<file path="config.mk">
export PLATFORM = sky130hd
export DESIGN_NAME = signed_decimal_ascii_formatter_core
export DESIGN_NICKNAME = d
export VERILOG_FILES = /design/src/sv/sdaf_pkg.sv /design/src/sv/signed_decimal_ascii_formatter_core.sv /design/src/sv/sdaf_abs.sv /design/src/sv/sdaf_div10.sv /design/src/sv/sdaf_slots.sv /design/src/sv/sdaf_ser.sv
export SDC_FILE = /design/constraint.sdc
export NUM_CORES = 1
export LEC_CHECK = 0
export BUFFER_PORTS_ARGS = -buffer_cell sky130_fd_sc_hd__buf_2
export CAP_MARGIN = 20
export CORE_ASPECT_RATIO = 0.7
export CORE_MARGIN = 8
export CORE_UTILIZATION = 35
export CTS_BUF_LIST = sky130_fd_sc_hd__clkbuf_8
export CTS_CLUSTER_DIAMETER = 100
export DETAILED_ROUTE_END_ITERATION = 10
export HOLD_SLACK_MARGIN = 0.08
export PLACE_DENSITY = 0.59
export SKIP_LAST_GASP = 1
export SLEW_MARGIN = 25
export SYNTH_ARGS = -nofsm -noshare
export SYNTH_HDL_FRONTEND = slang
export SYNTH_SLANG_ARGS = --single-unit
</file>
<file path="constraint.sdc">
create_clock -name clk -period 6.15 [get_ports clk]
set_input_delay 0.3075 -clock clk [delete_from_list [all_inputs] [get_ports clk]]
set_output_delay 0.3075 -clock clk [all_outputs]
set_load 0.05 [all_outputs]
</file>
<file path="src/sv/sdaf_pkg.sv">
// Shared constants, types and character codes for the signed decimal ASCII formatter.
`default_nettype none

package sdaf_pkg;

    localparam int DIGITS    = 5;
    localparam int VALUE_W   = 18;
    localparam int MAG_LIMIT = 10 ** DIGITS - 1;
    localparam int MAG_W     = $clog2(MAG_LIMIT + 1);
    localparam int SLOTS     = 2 * DIGITS;
    localparam int SLOT_W    = $clog2(SLOTS);

    // Reciprocal of ten scaled by 2^20; exact quotient for every magnitude up to MAG_LIMIT.
    localparam int RECIP_W     = 17;
    localparam int RECIP_SHIFT = 20;
    localparam logic [RECIP_W-1:0] RECIP = RECIP_W'(104858);

    localparam logic [7:0] CH_ZERO  = 8'h30;
    localparam logic [7:0] CH_POINT = 8'h2E;
    localparam logic [7:0] CH_PLUS  = 8'h2B;
    localparam logic [7:0] CH_MINUS = 8'h2D;
    localparam logic [7:0] CH_SPACE = 8'h20;

    typedef struct packed {
        logic       show_sign;
        logic       neg;
        logic [2:0] places;
        logic [2:0] width;
    } fmt_t;

    // Digits are shifted in from the top, so after all division stages the
    // units digit sits at index 0 and the top digit is what is left of mag.
    typedef struct packed {
        fmt_t                       fmt;
        logic [MAG_W-1:0]           mag;
        logic [DIGITS-2:0][3:0]     digits;
    } work_t;

    typedef struct packed {
        logic [SLOTS-1:0]           emit;
        logic [SLOTS-1:0][7:0]      chars;
    } slots_t;

endpackage

`default_nettype wire

</file>
<file path="src/sv/signed_decimal_ascii_formatter_core.sv">
// Top level of the signed decimal ASCII formatter: pipeline and character stream.
// Throughput: one character per cycle while m_tready is high, set by the single character
// output register; a number has from 1 up to DIGITS + 2 characters, and the serializer
// takes the next number while it sends the last character of the one before.
// Reset: rst_n clears all valid bits at once; no number is in flight after reset.
`default_nettype none

module signed_decimal_ascii_formatter_core (
    input  wire logic        clk,
    input  wire logic        rst_n,
    input  wire logic        s_tvalid,
    output logic             s_tready,
    input  wire logic [31:0] s_tdata,   // value[17:0], show_sign[18], decimal_places[21:19],
                                        // field_width[24:22], zero fill[31:25]
    output logic             m_tvalid,
    input  wire logic        m_tready,
    output logic [7:0]       m_tdata,   // out_char[7:0]
    output logic             m_tlast
);
    import sdaf_pkg::*;

    // Pipeline: magnitude stage, DIGITS - 1 division stages that each take off
    // one decimal digit, a layout stage that fixes every character slot, and
    // the serializer that sends the emitted slots one beat at a time. Every
    // stage holds its data while the next one stalls, so no beat is lost.
    work_t            pipe_data  [DIGITS];
    logic [DIGITS-1:0] pipe_valid;
    logic [DIGITS-1:0] pipe_ready;
    slots_t           slot_data;
    logic             slot_valid;
    logic             slot_ready;

    sdaf_abs u_abs (
        .clk            (clk),
        .rst_n          (rst_n),
        .in_valid       (s_tvalid),
        .in_ready       (s_tready),
        .value          (s_tdata[VALUE_W-1:0]),
        .show_sign      (s_tdata[18]),
        .decimal_places (s_tdata[21:19]),
        .field_width    (s_tdata[24:22]),
        .out_valid      (pipe_valid[0]),
        .out_ready      (pipe_ready[0]),
        .out_data       (pipe_data[0])
    );

    for (genvar k = 0; k < DIGITS - 1; k++)
    begin : g_div
        sdaf_div10 u_div10 (
            .clk       (clk),
            .rst_n     (rst_n),
            .in_valid  (pipe_valid[k]),
            .in_ready  (pipe_ready[k]),
            .in_data   (pipe_data[k]),
            .out_valid (pipe_valid[k+1]),
            .out_ready (pipe_ready[k+1]),
            .out_data  (pipe_data[k+1])
        );
    end

    // After the last division the top digit is what is left of the magnitude.
    sdaf_slots u_slots (
        .clk       (clk),
        .rst_n     (rst_n),
        .in_valid  (pipe_valid[DIGITS-1]),
        .in_ready  (pipe_ready[DIGITS-1]),
        .in_data   (pipe_data[DIGITS-1]),
        .out_valid (slot_valid),
        .out_ready (slot_ready),
        .out_data  (slot_data)
    );

    sdaf_ser u_ser (
        .clk       (clk),
        .rst_n     (rst_n),
        .in_valid  (slot_valid),
        .in_ready  (slot_ready),
        .in_data   (slot_data),
        .out_valid (m_tvalid),
        .out_ready (m_tready),
        .out_char  (m_tdata),
        .last_char (m_tlast)
    );

endmodule

`default_nettype wire

</file>
<file path="src/sv/sdaf_abs.sv">
// First pipeline stage: magnitude, sign handling and clamping of the input value.
`default_nettype none

module sdaf_abs (
    input  wire logic                        clk,
    input  wire logic                        rst_n,
    input  wire logic                        in_valid,
    output logic                             in_ready,
    input  wire logic [sdaf_pkg::VALUE_W-1:0] value,
    input  wire logic                        show_sign,
    input  wire logic [2:0]                  decimal_places,
    input  wire logic [2:0]                  field_width,
    output logic                             out_valid,
    input  wire logic                        out_ready,
    output sdaf_pkg::work_t                  out_data
);
    import sdaf_pkg::*;

    logic             valid_reg;
    work_t            data_reg;
    work_t            data_next;
    logic             neg;
    logic [VALUE_W-1:0] mag_full;

    assign in_ready  = !valid_reg || out_ready;
    assign out_valid = valid_reg;
    assign out_data  = data_reg;

    always_comb
    begin
        neg      = value[VALUE_W-1];
        mag_full = neg ? (~value + VALUE_W'(1)) : value;
        data_next                  = '0;
        data_next.fmt.show_sign    = show_sign;
        data_next.fmt.neg          = neg;
        data_next.fmt.places       = decimal_places;
        data_next.fmt.width        = field_width;
        if (neg && !show_sign)
        begin
            data_next.mag = '0;
        end
        else if (mag_full > VALUE_W'(MAG_LIMIT))
        begin
            data_next.mag = MAG_W'(MAG_LIMIT);
        end
        else
        begin
            data_next.mag = mag_full[MAG_W-1:0];
        end
    end

    always_ff @(posedge clk or negedge rst_n)
    begin
        if (!rst_n)
        begin
            valid_reg <= 1'b0;
        end
        else if (in_ready)
        begin
            valid_reg <= in_valid;
        end
    end

    always_ff @(posedge clk)
    begin
        if (in_ready && in_valid)
        begin
            data_reg <= data_next;
        end
    end

endmodule

`default_nettype wire

</file>
<file path="src/sv/sdaf_div10.sv">
// Division stage: peels off the lowest decimal digit with a reciprocal multiply.
`default_nettype none

module sdaf_div10 (
    input  wire logic      clk,
    input  wire logic      rst_n,
    input  wire logic      in_valid,
    output logic           in_ready,
    input  sdaf_pkg::work_t in_data,
    output logic           out_valid,
    input  wire logic      out_ready,
    output sdaf_pkg::work_t out_data
);
    import sdaf_pkg::*;

    localparam int PROD_W = MAG_W + RECIP_W;

    logic             valid_reg;
    work_t            data_reg;
    work_t            data_next;
    logic [PROD_W-1:0] prod;
    logic [MAG_W-1:0] quot;
    logic [MAG_W-1:0] rem_wide;

    assign in_ready  = !valid_reg || out_ready;
    assign out_valid = valid_reg;
    assign out_data  = data_reg;

    always_comb
    begin
        prod     = PROD_W'(in_data.mag) * PROD_W'(RECIP);
        quot     = MAG_W'(prod >> RECIP_SHIFT);
        rem_wide = in_data.mag - ((quot << 3) + (quot << 1));
        data_next        = in_data;
        data_next.mag    = quot;
        data_next.digits = {rem_wide[3:0], in_data.digits[DIGITS-2:1]};
    end

    always_ff @(posedge clk or negedge rst_n)
    begin
        if (!rst_n)
        begin
            valid_reg <= 1'b0;
        end
        else if (in_ready)
        begin
            valid_reg <= in_valid;
        end
    end

    always_ff @(posedge clk)
    begin
        if (in_ready && in_valid)
        begin
            data_reg <= data_next;
        end
    end

endmodule

`default_nettype wire

</file>
<file path="src/sv/sdaf_slots.sv">
// Layout stage: decides for every character slot whether it is emitted and what it holds.
`default_nettype none

module sdaf_slots (
    input  wire logic       clk,
    input  wire logic       rst_n,
    input  wire logic       in_valid,
    output logic            in_ready,
    input  sdaf_pkg::work_t in_data,
    output logic            out_valid,
    input  wire logic       out_ready,
    output sdaf_pkg::slots_t out_data
);
    import sdaf_pkg::*;

    logic                   valid_reg;
    slots_t                 data_reg;
    slots_t                 data_next;
    logic [DIGITS-1:0][3:0] dig;
    logic [DIGITS-1:0]      zero_above;
    logic [SLOT_W-1:0]      slot;
    logic [SLOT_W-1:0]      point_slot;
    logic                   suppress;

    assign in_ready  = !valid_reg || out_ready;
    assign out_valid = valid_reg;
    assign out_data  = data_reg;

    always_comb
    begin
        data_next = '0;
        slot       = '0;
        point_slot = '0;
        dig[DIGITS-1] = in_data.mag[3:0];
        for (int p = 0; p < DIGITS - 1; p++)
        begin
            dig[p] = in_data.digits[p];
        end
        // zero_above[p]: digits at power p and above are all zero.
        zero_above[DIGITS-1] = (dig[DIGITS-1] == 4'd0);
        for (int p = DIGITS - 2; p >= 0; p--)
        begin
            zero_above[p] = zero_above[p+1] && (dig[p] == 4'd0);
        end

        data_next.emit[0]  = in_data.fmt.show_sign;
        data_next.chars[0] = in_data.fmt.neg ? CH_MINUS : CH_PLUS;

        for (int p = DIGITS - 1; p >= 1; p--)
        begin
            slot       = SLOT_W'(1 + 2 * (DIGITS - 1 - p));
            point_slot = slot + SLOT_W'(1);
            suppress   = zero_above[p] && (int'(in_data.fmt.places) < p);
            if (suppress)
            begin
                data_next.emit[slot]  = (int'(in_data.fmt.width) >= p + 1);
                data_next.chars[slot] = CH_SPACE;
            end
            else
            begin
                data_next.emit[slot]  = 1'b1;
                data_next.chars[slot] = CH_ZERO + {4'd0, dig[p]};
            end
            data_next.emit[point_slot]  = (int'(in_data.fmt.places) == p);
            data_next.chars[point_slot] = CH_POINT;
        end

        data_next.emit[SLOTS-1]  = 1'b1;
        data_next.chars[SLOTS-1] = CH_ZERO + {4'd0, dig[0]};
    end

    always_ff @(posedge clk or negedge rst_n)
    begin
        if (!rst_n)
        begin
            valid_reg <= 1'b0;
        end
        else if (in_ready)
        begin
            valid_reg <= in_valid;
        end
    end

    always_ff @(posedge clk)
    begin
        if (in_ready && in_valid)
        begin
            data_reg <= data_next;
        end
    end

endmodule

`default_nettype wire

</file>
<file path="src/sv/sdaf_ser.sv">
// Serializer: walks the emitted slots of one number and sends one character per beat.
`default_nettype none

module sdaf_ser (
    input  wire logic        clk,
    input  wire logic        rst_n,
    input  wire logic        in_valid,
    output logic             in_ready,
    input  sdaf_pkg::slots_t in_data,
    output logic             out_valid,
    input  wire logic        out_ready,
    output logic [7:0]       out_char,
    output logic             last_char
);
    import sdaf_pkg::*;

    logic [SLOTS-1:0]      mask_reg;
    logic [SLOTS-1:0]      mask_next;
    logic [SLOTS-1:0][7:0] chars_reg;
    logic                  out_valid_reg;
    logic [7:0]            char_reg;
    logic                  last_reg;
    logic                  adv;
    logic [SLOT_W-1:0]     first;
    logic [SLOTS-1:0]      rest;

    assign out_valid = out_valid_reg;
    assign out_char  = char_reg;
    assign last_char = last_reg;

    // The output register can take a new character when empty or being drained.
    assign adv = (!out_valid_reg || out_ready) && (mask_reg != '0);

    always_comb
    begin
        first = '0;
        for (int i = SLOTS - 1; i >= 0; i--)
        begin
            if (mask_reg[i])
            begin
                first = SLOT_W'(i);
            end
        end
        rest        = mask_reg;
        rest[first] = 1'b0;
        in_ready    = (mask_reg == '0) || (adv && (rest == '0));
        if (in_ready && in_valid)
        begin
            mask_next = in_data.emit;
        end
        else if (adv)
        begin
            mask_next = rest;
        end
        else
        begin
            mask_next = mask_reg;
        end
    end

    always_ff @(posedge clk or negedge rst_n)
    begin
        if (!rst_n)
        begin
            mask_reg      <= '0;
            out_valid_reg <= 1'b0;
        end
        else
        begin
            mask_reg <= mask_next;
            if (adv)
            begin
                out_valid_reg <= 1'b1;
            end
            else if (out_ready)
            begin
                out_valid_reg <= 1'b0;
            end
        end
    end

    always_ff @(posedge clk)
    begin
        if (in_ready && in_valid)
        begin
            chars_reg <= in_data.chars;
        end
        if (adv)
        begin
            char_reg <= chars_reg[first];
            last_reg <= (rest == '0);
        end
    end

endmodule

`default_nettype wire

</file>
# ---- Yosys cells after proc, flatten, opt, wreduce, memory -nomap -nowiden
# Cells that the tools add are included.
dict set report totals {
  ff_bits 265
  in_bits 36
  output_inout_bits 11
  ramBits 0
  elab_cells 164
  latch_bits 0
  n_memories 0
  romBits 0
}
dict set report classes {
  mul 4
  n_reduce_logical 44
  shifts 0
  bitwise 3
  addsub 14
  muxes 21
  magnitude_cmp 11
  div 0
  eq_ne 4
}
# op count
set op_table {}
lappend op_table {{4-bit 2-to-1 mux} 10}
lappend op_table {{6-bit by 4-bit adder with 7-bit output (first input constant)} 5}
lappend op_table {{17-bit by 16-bit multiplier with 33-bit output (second input constant)} 1}
lappend op_table {{8-bit binary-select mux with 4-bit select} 1}
lappend op_table {{14-bit by 16-bit multiplier with 30-bit output (second input constant)} 1}
lappend op_table {{11-bit by 16-bit multiplier with 27-bit output (second input constant)} 1}
lappend op_table {{8-bit by 16-bit multiplier with 23-bit output (second input constant)} 1}
lappend op_table {{10-bit logical NOT} 2}
lappend op_table {{10-bit 2-to-1 mux} 2}
lappend op_table {{18-bit by 1-bit adder with 18-bit output (second input constant)} 1}
lappend op_table {{18-bit by 17-bit greater-than comparator with 1-bit output (second input constant)} 1}
lappend op_table {{1-bit logical AND} 18}
lappend op_table {{18-bit 2-to-1 mux} 1}
lappend op_table {{18-bit inverter} 1}
lappend op_table {{17-bit 2-to-1 mux} 1}
lappend op_table {{4-bit adder} 4}
lappend op_table {{4-bit logical NOT} 4}
lappend op_table {{4-bit subtractor} 4}
lappend op_table {{10-bit AND} 1}
lappend op_table {{10-bit inverter} 1}
lappend op_table {{10-bit nonzero test} 1}
lappend op_table {{3-bit == test (second input constant)} 3}
lappend op_table {{1-bit logical NOT} 8}
lappend op_table {{1-bit logical OR} 8}
lappend op_table {{14 further kinds} 20}

# ---- Logic depth before layout (Yosys ltp)
# Gate-level depths: netlist (run 1).
dict set report depth {
  ltp_word 26
  ltp_mapped 24
  depth_no_buf 24
}

# ---- Hierarchy
# From an unflattened synthesis (run 1), not the netlist that was laid out.
dict set report unflattened {
  hier_cells 2887
  area_unflattened_um2 32428.6
}
# module area_each_um2 cells_each instances seq_area_each_um2
set modules_own_cells {}
lappend modules_own_cells {{sdaf_div10 at g_div[2].u_div10} 6282.3 590 1 1166.1}
lappend modules_own_cells {{sdaf_div10 at g_div[0].u_div10} 6242.2 587 1 1166.1}
lappend modules_own_cells {{sdaf_div10 at g_div[1].u_div10} 6195.9 576 1 1166.1}
lappend modules_own_cells {{sdaf_div10 at g_div[3].u_div10} 6170.9 571 1 1166.1}
lappend modules_own_cells {sdaf_ser 4117.7 263 1 2947.8}
lappend modules_own_cells {sdaf_slots 1729.2 136 1 1076.0}
lappend modules_own_cells {sdaf_abs 1690.4 164 1 775.7}

# ---- Worst setup path before layout (run 1)
# Ideal clock, no wire load.
dict set report synth_path {
  path_kind {reg2reg}
  from {register u_abs.data_reg, in the netlist u_abs.out_data[19]}
  to {register g_div[0].u_div10.data_reg, in the netlist g_div[0].u_div10.out_data[29] (data pin)}
  period_less_slack_ps 5931
  t_arrival_ps 5669
  path_buffers 0
  setup_slack_ps 219
  stages_incl_launch_ff 20
  required_ps 5888
  setup_time_ps 262
  path_cell_list {edfxtp_1 -> ha_1 -> inv_1 -> fa_1 -> inv_1 -> fa_1 -> fa_1 -> inv_1 -> fa_1 -> fa_1 -> inv_1 -> ha_1 -> o21a_1 -> o21a_1 -> a21o_1 -> o31ai_1 -> o21ai_0 -> a2111oi_0 -> o31ai_1 -> xnor2_1}
}
dict set report synth_via {
  elab_chain_len 1
}
# element line
set synth_lines {}
lappend synth_lines {{from (decl)} sdaf_abs.sv:20} ;# work_t data_reg;
lappend synth_lines {{from (signal assigned)} sdaf_abs.sv:68} ;# data_reg <= data_next;
lappend synth_lines {{17-bit by 16-bit multiplier with 33-bit output} sdaf_div10.sv:31} ;# prod = PROD_W'(in_data.mag) * PROD_W'(RECIP);
lappend synth_lines {{net g_div[0].u_div10.prod[33]} sdaf_div10.sv:21} ;# logic [PROD_W-1:0] prod;
lappend synth_lines {{to (signal assigned)} sdaf_div10.sv:55} ;# data_reg <= data_next;
lappend synth_lines {{to (decl)} sdaf_div10.sv:19} ;# work_t data_reg;
# The timed path passes the listed nets, and every way through them passes these cells.
# A chain may end at the register's enable or synchronous reset.

# ---- Worst setup path after layout (run 1)
dict set report layout_path {
  from {register u_abs.data_reg, in the netlist u_abs.out_data[22]}
  to {register g_div[0].u_div10.data_reg, in the netlist g_div[0].u_div10.out_data[29] (data pin)}
}
# Same word-level chain as after synthesis.

==> results of run 1 <==
==> worst paths after layout <==
check / slack, ps / startpoint / cells after the start / end
min in group asynchronous: 230 / rst_n / 2 / u_ser.mask_reg[9]
hold / removal: 140 / s_tdata[1] / 3 / u_abs.out_data[17]
max in group asynchronous: 5630 / rst_n / 2 / u_ser.mask_reg[6]
setup / recovery: 300 / u_abs.out_data[22] / 22 / g_div[0].u_div10.out_data[29]
setup reg to reg: 300 / u_abs.out_data[22] / 22 / g_div[0].u_div10.out_data[29]
hold reg to reg: 400 / g_div[2].u_div10.out_data[39] / 0 / g_div[3].u_div10.out_data[39]
==> cell usage after synthesis (all sizes together) (3+ instances only) <==
library cell,instances
inv,422
ha,372
edfxtp,202
fa,194
nand2,57
a21oi,55
nor2,51
xnor2,49
o21ai,44
nor3,30
xor2,25
clkbuf,23
dfrtp,17
a21o,14
buf,14
nand3,14
or3,14
a211oi,12
nor2b,12
or2,10
nor4,8
o21a,8
nand2b,7
nand4,7
o2111ai,6
o221ai,6
o22ai,6
a211o,5
o21bai,5
o31ai,5
or4,5
a31oi,4
o211ai,4
a21boi,3
a22oi,3
and3,3
and4,3
mux2i,3
nor3b,3
==> stage by stage <==
step	cell area (µm²)	setup WS [ps]	util (%)	setup TNS, ps
final	22400	297.2	39.55	0
after global routing	22400	-3.095	39.55	-3.095
after CTS	22220	7.681	39.23	0
after detailed placement	21460	0.8562	37.90	0
after global placement	21460	54.25	37.90	0
after floorplan	20030	218.7	-	0
==> cell families (layout without fill, tap and decap cells) <==
kind of cell             Yosys count  in the layout  share of synthesized area [%]
multiplexers                       3              3                         0.1500
XOR/XNOR                          74             74                          3.237
flip-flops                       219            219                          32.42
AND/OR/NAND/NOR                  230            230                          5.962
AO/OA/AOI/OAI                    199            199                          6.687
adder cells (fa/ha/maj)          567            567                          42.69
buffers and inverters            459            597                          8.811
other                              2              3                        0.03751
==> repair_timing <==
action | 4_1_cts | 5_1_grt
setup endpoints to repair | 1 | 9
gates cloned | 0 | 0
hold endpoints to repair | 24 | 0
resized for setup | 1 | 22
hold buffers | 8 | 0
pin swaps | 0 | 10
buffers inserted | 0 | 6
==> worst register-to-register path, delay by kind of cell (launching register included) <==
family / cells / cell delay (ps)
simple gates: 3 / 290
xor+xnor: 1 / 130
compound gates: 4 / 660
buf+inv: 7 / 720
flops: 1 / 530
fa+ha+maj: 7 / 3270
==> layout make-up <==
class                   instances  share of cell area [%]
clock inverters                27                  0.8547
inverters                     422                   7.084
flip-flops and latches        219                   28.98
clock buffers                  35                   2.151
well taps                     750                   4.190
repair buffers                113                   3.464
multi-input cells            1076                   53.27
==> per-layer routing <==
metal | up-vias | global-route usage [%] | share of wire [%] | routed length, µm
met4 | 0 | 2.306 | 1.3 | 482
met3 | 35 | 2.490 | 5.1 | 1964
met1 | 5926 | 18.25 | 53 | 20310
met5 | - | 0 | 0 | 0
met2 | 181 | 17.12 | 41 | 15750
li1 | 6059 | - | - | -
==> key figures, run 1 <==
Status
  • Status: finished clean

Critical path
  • Worst Path Buf+Inv: 7
  • Top delay family on crit path: adder cells
  • CP max FO: 4
  • CP Cell Sequence: ha_4 -> inv_1 -> fa_1 -> inv_1 -> fa_1 -> inv_1 -> fa_1 -> inv_1 -> fa_1 -> fa_1 -> ha_1 -> nand2_1 -> nor2_1 -> nor4b_2 -> buf_4 -> o31ai_2 -> buf_4 -> o21ai_2 -> a2111oi_2 -> buf_4 -> o31ai_1 -> xnor2_1
  • Most frequent CP cell: fa_1
  • Worst setup SP type: flip-flop
  • Slowest CP cell: fa_1
  • Setup CP Type: reg -> reg
  • Worst Path Arrival: between 6000 and 7000 ps
  • Critical Path RT: approximately 6400 ps
  • Worst path max stage delay: roughly 550 ps
  • CP endpoint kind: flip-flop

Global routing
  • Initial antenna violation count: 0
  • Vias in the first global route: 12580
  • Largest net degree at the start of global routing: 36
  • Global-route wire length before repair: between 60000 and 70000 µm
  • GRT Resource Usage Total: a little under an eighth
  • Remaining global-route overflow: 0

Cells and area
  • FILL cells: 5429
  • # diodes: 0
  • Area of the multi-input gates: 11930 µm²
  • Register area: 6491 µm²
  • Fin cells: around 2600
  • Ratio of cells with drive above 1 in the final layout: between 10 and 15%
  • Commonest cells after routing, fill and taps aside: 422 x inv_1, 368 x ha_1, 202 x edfxtp_1
  • Synth-to-Final Area Change: 11.86%
  • Net count, final: about 2500
  • Most common cell after layout, fill and taps aside: inv_1
  • Max reg flops: between 100 and 150

STA
  • Clock period minus worst slack: 5853 ps
  • Max Clk Rate: about 170 MHz
  • Final worst path period share: a little over nine tenths
  • Hold Worst Slack: roughly 140 ps
  • Slew margin rel.: 37.55%
  • Hold Fails Final Rpt: 0
  • Worst-Margin Slew: ~940 ps
  • Slew Viols, Final: 0
  • Clk_skew: approximately 24 ps
  • Setup violators final: 0

Detailed routing
  • Vias per Instance: 4.618
  • Vias: between 10000 and 15000
  • Post-Route WL: roughly 39000 µm
  • Antenna viol nets, final: 0
  • Initial DRC count: around 530
  • Drt first pass iters: 5
  • Wire length per cell: 14.57 µm
  • Drt drc: 0

Yosys
  • Mapped Cells: approximately 1800
  • Largest area contributor in the netlist: edfxtp_1
  • Post-synth EDFFs: between 200 and 250
  • Yosys top cell area share: about 30%
  • Library cells used by synthesis: between 70 and 80
  • Top cells by area, synth: edfxtp_1 30%, ha_1 23%, fa_1 19%
  • Number of synthesis warnings: 0
  • Top_reg_cell synth: edfxtp_1
  • Netlist Area Pre-Place: between 20000 and 25000 µm²
  • #FFs+latches synth: between 200 and 250
  • FFs w/ async S/R, synth: about 7.8%
  • Mean Syn Cell Area: 11.42 µm²
  • Seq/Total Area, Yosys: 32.42%

Die
  • Die Ht: ~220 µm
  • Num ports: 47
  • Number of cell rows: 73
  • Die Area: ~65000 µm²
  • Die Wd: roughly 300 µm
  • Initial core utilization: between 30% and 40%
  • Floorplan core area: 56630 µm²

CTS
  • Num CTS Buffers: 35
  • CTS Root Cell: clkbuf_8
  • Reg clk slew, reported paths: 60 ps
  • Clock Latency Late Sink: 550 ps
  • Buffer depth of the longest clock path: 3
  • CTS tree: yes
  • CTS sink cnt: roughly 220
  • H-tree depth: 2

Place
  • Placed Instances: around 2600
  • Port bufs: 37
  • DP HPWL: approximately 33000 µm
  • Final GP Congestion: around 0.91

Job
  • Max cap viols: 0

Min path
  • Worst hold path type: in -> reg
Power of run 1 is not shown: default switching activity piles up to over one toggle a cycle in this logic, so the estimate is an artifact.
==> run 2, diff against run 1 <==
--- a/config.mk
+++ b/config.mk
@@ -7,7 +7,7 @@
 export LEC_CHECK = 0
 export BUFFER_PORTS_ARGS = -buffer_cell sky130_fd_sc_hd__buf_2
 export CAP_MARGIN = 20
-export CORE_ASPECT_RATIO = 0.7
+export CORE_ASPECT_RATIO = 1.4
 export CORE_MARGIN = 8
 export CORE_UTILIZATION = 35
 export CTS_BUF_LIST = sky130_fd_sc_hd__clkbuf_8
==> run 2 against run 1 <==
Against the previous run:
- worst hold slack worse by 3.7 ps
- design area is 0.56% higher
- register-to-register slack worse by 60 ps
- critical endpoint is now g_div[0].u_div10.out_data[15]
- clock skew is 2.0 ps lower
- non-clock buffer count is 9 lower
==> key figures, run 2 (synthesis results as in run 1) <==
CTS
  • Num CTS Buffers: 39 (+11%)
  • CTS tree: yes
  • CTS Root Cell: clkbuf_8
  • Reg clk slew, reported paths: 60 ps (about the same)
  • H-tree depth: 2 (unchanged)
  • Buffer depth of the longest clock path: 3 (unchanged)
  • CTS sink cnt: 219 (unchanged)
  • Clock Latency Late Sink: 550 ps (about the same)

Place
  • Port bufs: 37 (unchanged)
  • Placed Instances: 2546 (-0.78%)
  • Place WS: -133.1 ps (-133.9 ps)
  • DP HPWL: 33710 µm (+3.6%)
  • Final GP Congestion: 0.8891 (-2.1%)

Die
  • Floorplan core area: 56450 µm² (-0.32%)
  • Number of cell rows: 103 (+41%)
  • Die Ht: 299.0 µm (+38%)
  • Die Area: 65220 µm² (about the same)
  • Die Wd: 218.1 µm (-28%)
  • Num ports: 47 (unchanged)
  • Initial core utilization: 35.47% (+0.11 points)

Detailed routing
  • Post-Route WL: 39390 µm (+2.3%)
  • Drt drc: 0 (unchanged)
  • Vias per Instance: 4.729 (+2.4%)
  • Drt first pass iters: 5 (unchanged)
  • Vias: 12430 (+1.9%)
  • Antenna viol nets, final: 0 (unchanged)
  • Initial DRC count: 465 (-12%)
  • Wire length per cell: 14.98 µm (+2.8%)

STA
  • Setup ws final: 239.0 ps (-58.21 ps)
  • Max Clk Rate: 169.2 MHz (-0.98%)
  • Final worst path period share: 96.11% (+0.95 points)
  • Clk_skew: 22.37 ps (-2.043 ps)
  • Slew Viols, Final: 0 (unchanged)
  • Setup violators final: 0 (unchanged)
  • Worst-Margin Slew: 935.3 ps (-0.3526 ps)
  • Slew margin rel.: 37.57% (about the same)
  • Clock period minus worst slack: 5911 ps (+58.21 ps)
  • Hold Fails Final Rpt: 0 (unchanged)

Status
  • Status: finished clean

Critical path
  • Critical Path RT: 6420 ps (-20 ps)
  • Reg-to-reg endpoint: g_div[0].u_div10.out_data[15]
  • Worst Path Arrival: 6180 ps (+30 ps)
  • RR Startpoint: u_abs.out_data[22]
  • Worst setup SP type: flip-flop
  • Depth of the worst register-to-register path: 23 (+4.5%)
  • CP endpoint kind: flip-flop
  • CP max FO: 4 (unchanged)
  • Setup CP Type: reg -> reg
  • Crit path to: g_div[0].u_div10.out_data[15]
  • Critical Path Start: u_abs.out_data[22]
  • Reg2reg setup slack: 240 ps (-60 ps)

Cells and area
  • Most common cell after layout, fill and taps aside: inv_1
  • Commonest cells after routing, fill and taps aside: 427 x inv_1, 368 x ha_1, 202 x edfxtp_1
  • Final cell utilization of the core: 39.90% (+0.35 points)
  • Net count, final: 2464 (-0.20%)
  • FILL cells: 5421 (-0.15%)
  • Max reg flops: 109 (unchanged)
  • Synth-to-Final Area Change: 12.49%
  • Fin cells: 2629 (-0.49%)
  • Ratio of cells with drive above 1 in the final layout: 11.36% (+0.26 points)

Global routing
  • Vias in the first global route: 13460 (+7.0%)
  • Remaining global-route overflow: 0 (unchanged)
  • M1 GR Usage: 13.34% (-4.9 points)
  • Busiest layer in global routing: met2
  • Global-route wire length before repair: 65840 µm (+3.4%)
  • M2 GR Usage: 24.11% (+7.0 points)
  • Initial antenna violation count: 1 (+1)
  • Largest net degree at the start of global routing: 36 (unchanged)
  • GRT Resource Usage Total: 12.27% (+0.37 points)
  • Met3 Resource Use GR: 1.314% (-1.2 points)

Min path
  • Worst hold path type: in -> reg

Job
  • Max cap viols: 0 (unchanged)
## run 2: cell types whose count changed in the layout (fill, tap and decap cells not counted), sizes merged
cell	before	now
clkbuf	35	40
inv	426	433
bufinv	2	4
clkinv	17	14
clkinvlp	4	3
buf	105	96
diode	0	1
## run 2: timing repair
| action | 4_1_cts | 5_1_grt |
|---|---|---|
| hold endpoints to repair | 24 | 0 |
| pin swaps | 0 | 18 |
| hold buffers | 8 | 0 |
| setup buffers | 0 | 2 |
| setup endpoints to repair | 3 | 9 |
| gates resized for setup | 5 | 26 |
## run 2: stage by stage
step	setup TNS, ps	area (µm²)	hold slack (ps)
floorplan	0	20030	11.91
global placement	-213.0	21420	260.9
detailed placement	-223.8	21420	264.9
CTS	0	22340	110.6
global route	-49.89	22520	132.3
finish	0	22520	138.6
## run 2: cell type report
class	instances	area (µm²)	area share [%]
multi-input combinational	1076	11980	53.21
sequential	219	6491	28.82
inverter	422	1587	7.044
tap	735	919.6	4.083
timing repair buffer	104	708.2	3.144
clock buffer	40	550.5	2.444
clock inverter	32	279.0	1.239
antenna	1	2.502	0.01111
## run 2: how the worst min path moves through the flow
stage	startpoint	end	slack (ps)	cells past startpoint
floorplan	rst_n	g_div[0].u_div10.out_valid	10	0
global placement	rst_n	u_ser.mask_reg[3]	260	1
detailed placement	rst_n	u_ser.mask_reg[3]	260	1
CTS	s_tdata[1]	u_abs.out_data[17]	110	3
global route	s_tdata[1]	u_abs.out_data[17]	130	3
finish	s_tdata[1]	u_abs.out_data[17]	140	3
## run 2: worst max-delay path, cell delays in order, from the launching register on
cell      delay [ps]
edfxtp_1         510
ha_4             320
inv_1             80
fa_1             490
inv_1             50
fa_1             540
fa_1             520
fa_1             560
inv_1             60
fa_1             520
inv_1             40
ha_1             310
o21ai_0           80
o21ai_0           90
o21a_1           140
o21ai_1          150
nand2b_1         100
xor2_1           150
buf_4            160
ha_1             300
nand2_1           70
nand2_1           80
xnor2_2          170
xnor2_1          150
## run 2: per-layer routing
layer | part of all wire (%) | vias up
met2 | 57 | 146
met3 | 2.1 | 60
met4 | 3.0 | 0
met1 | 38 | 6160
li1 | - | 6067
met5 | 0 | -
Power of run 2 is left out for the same reason.
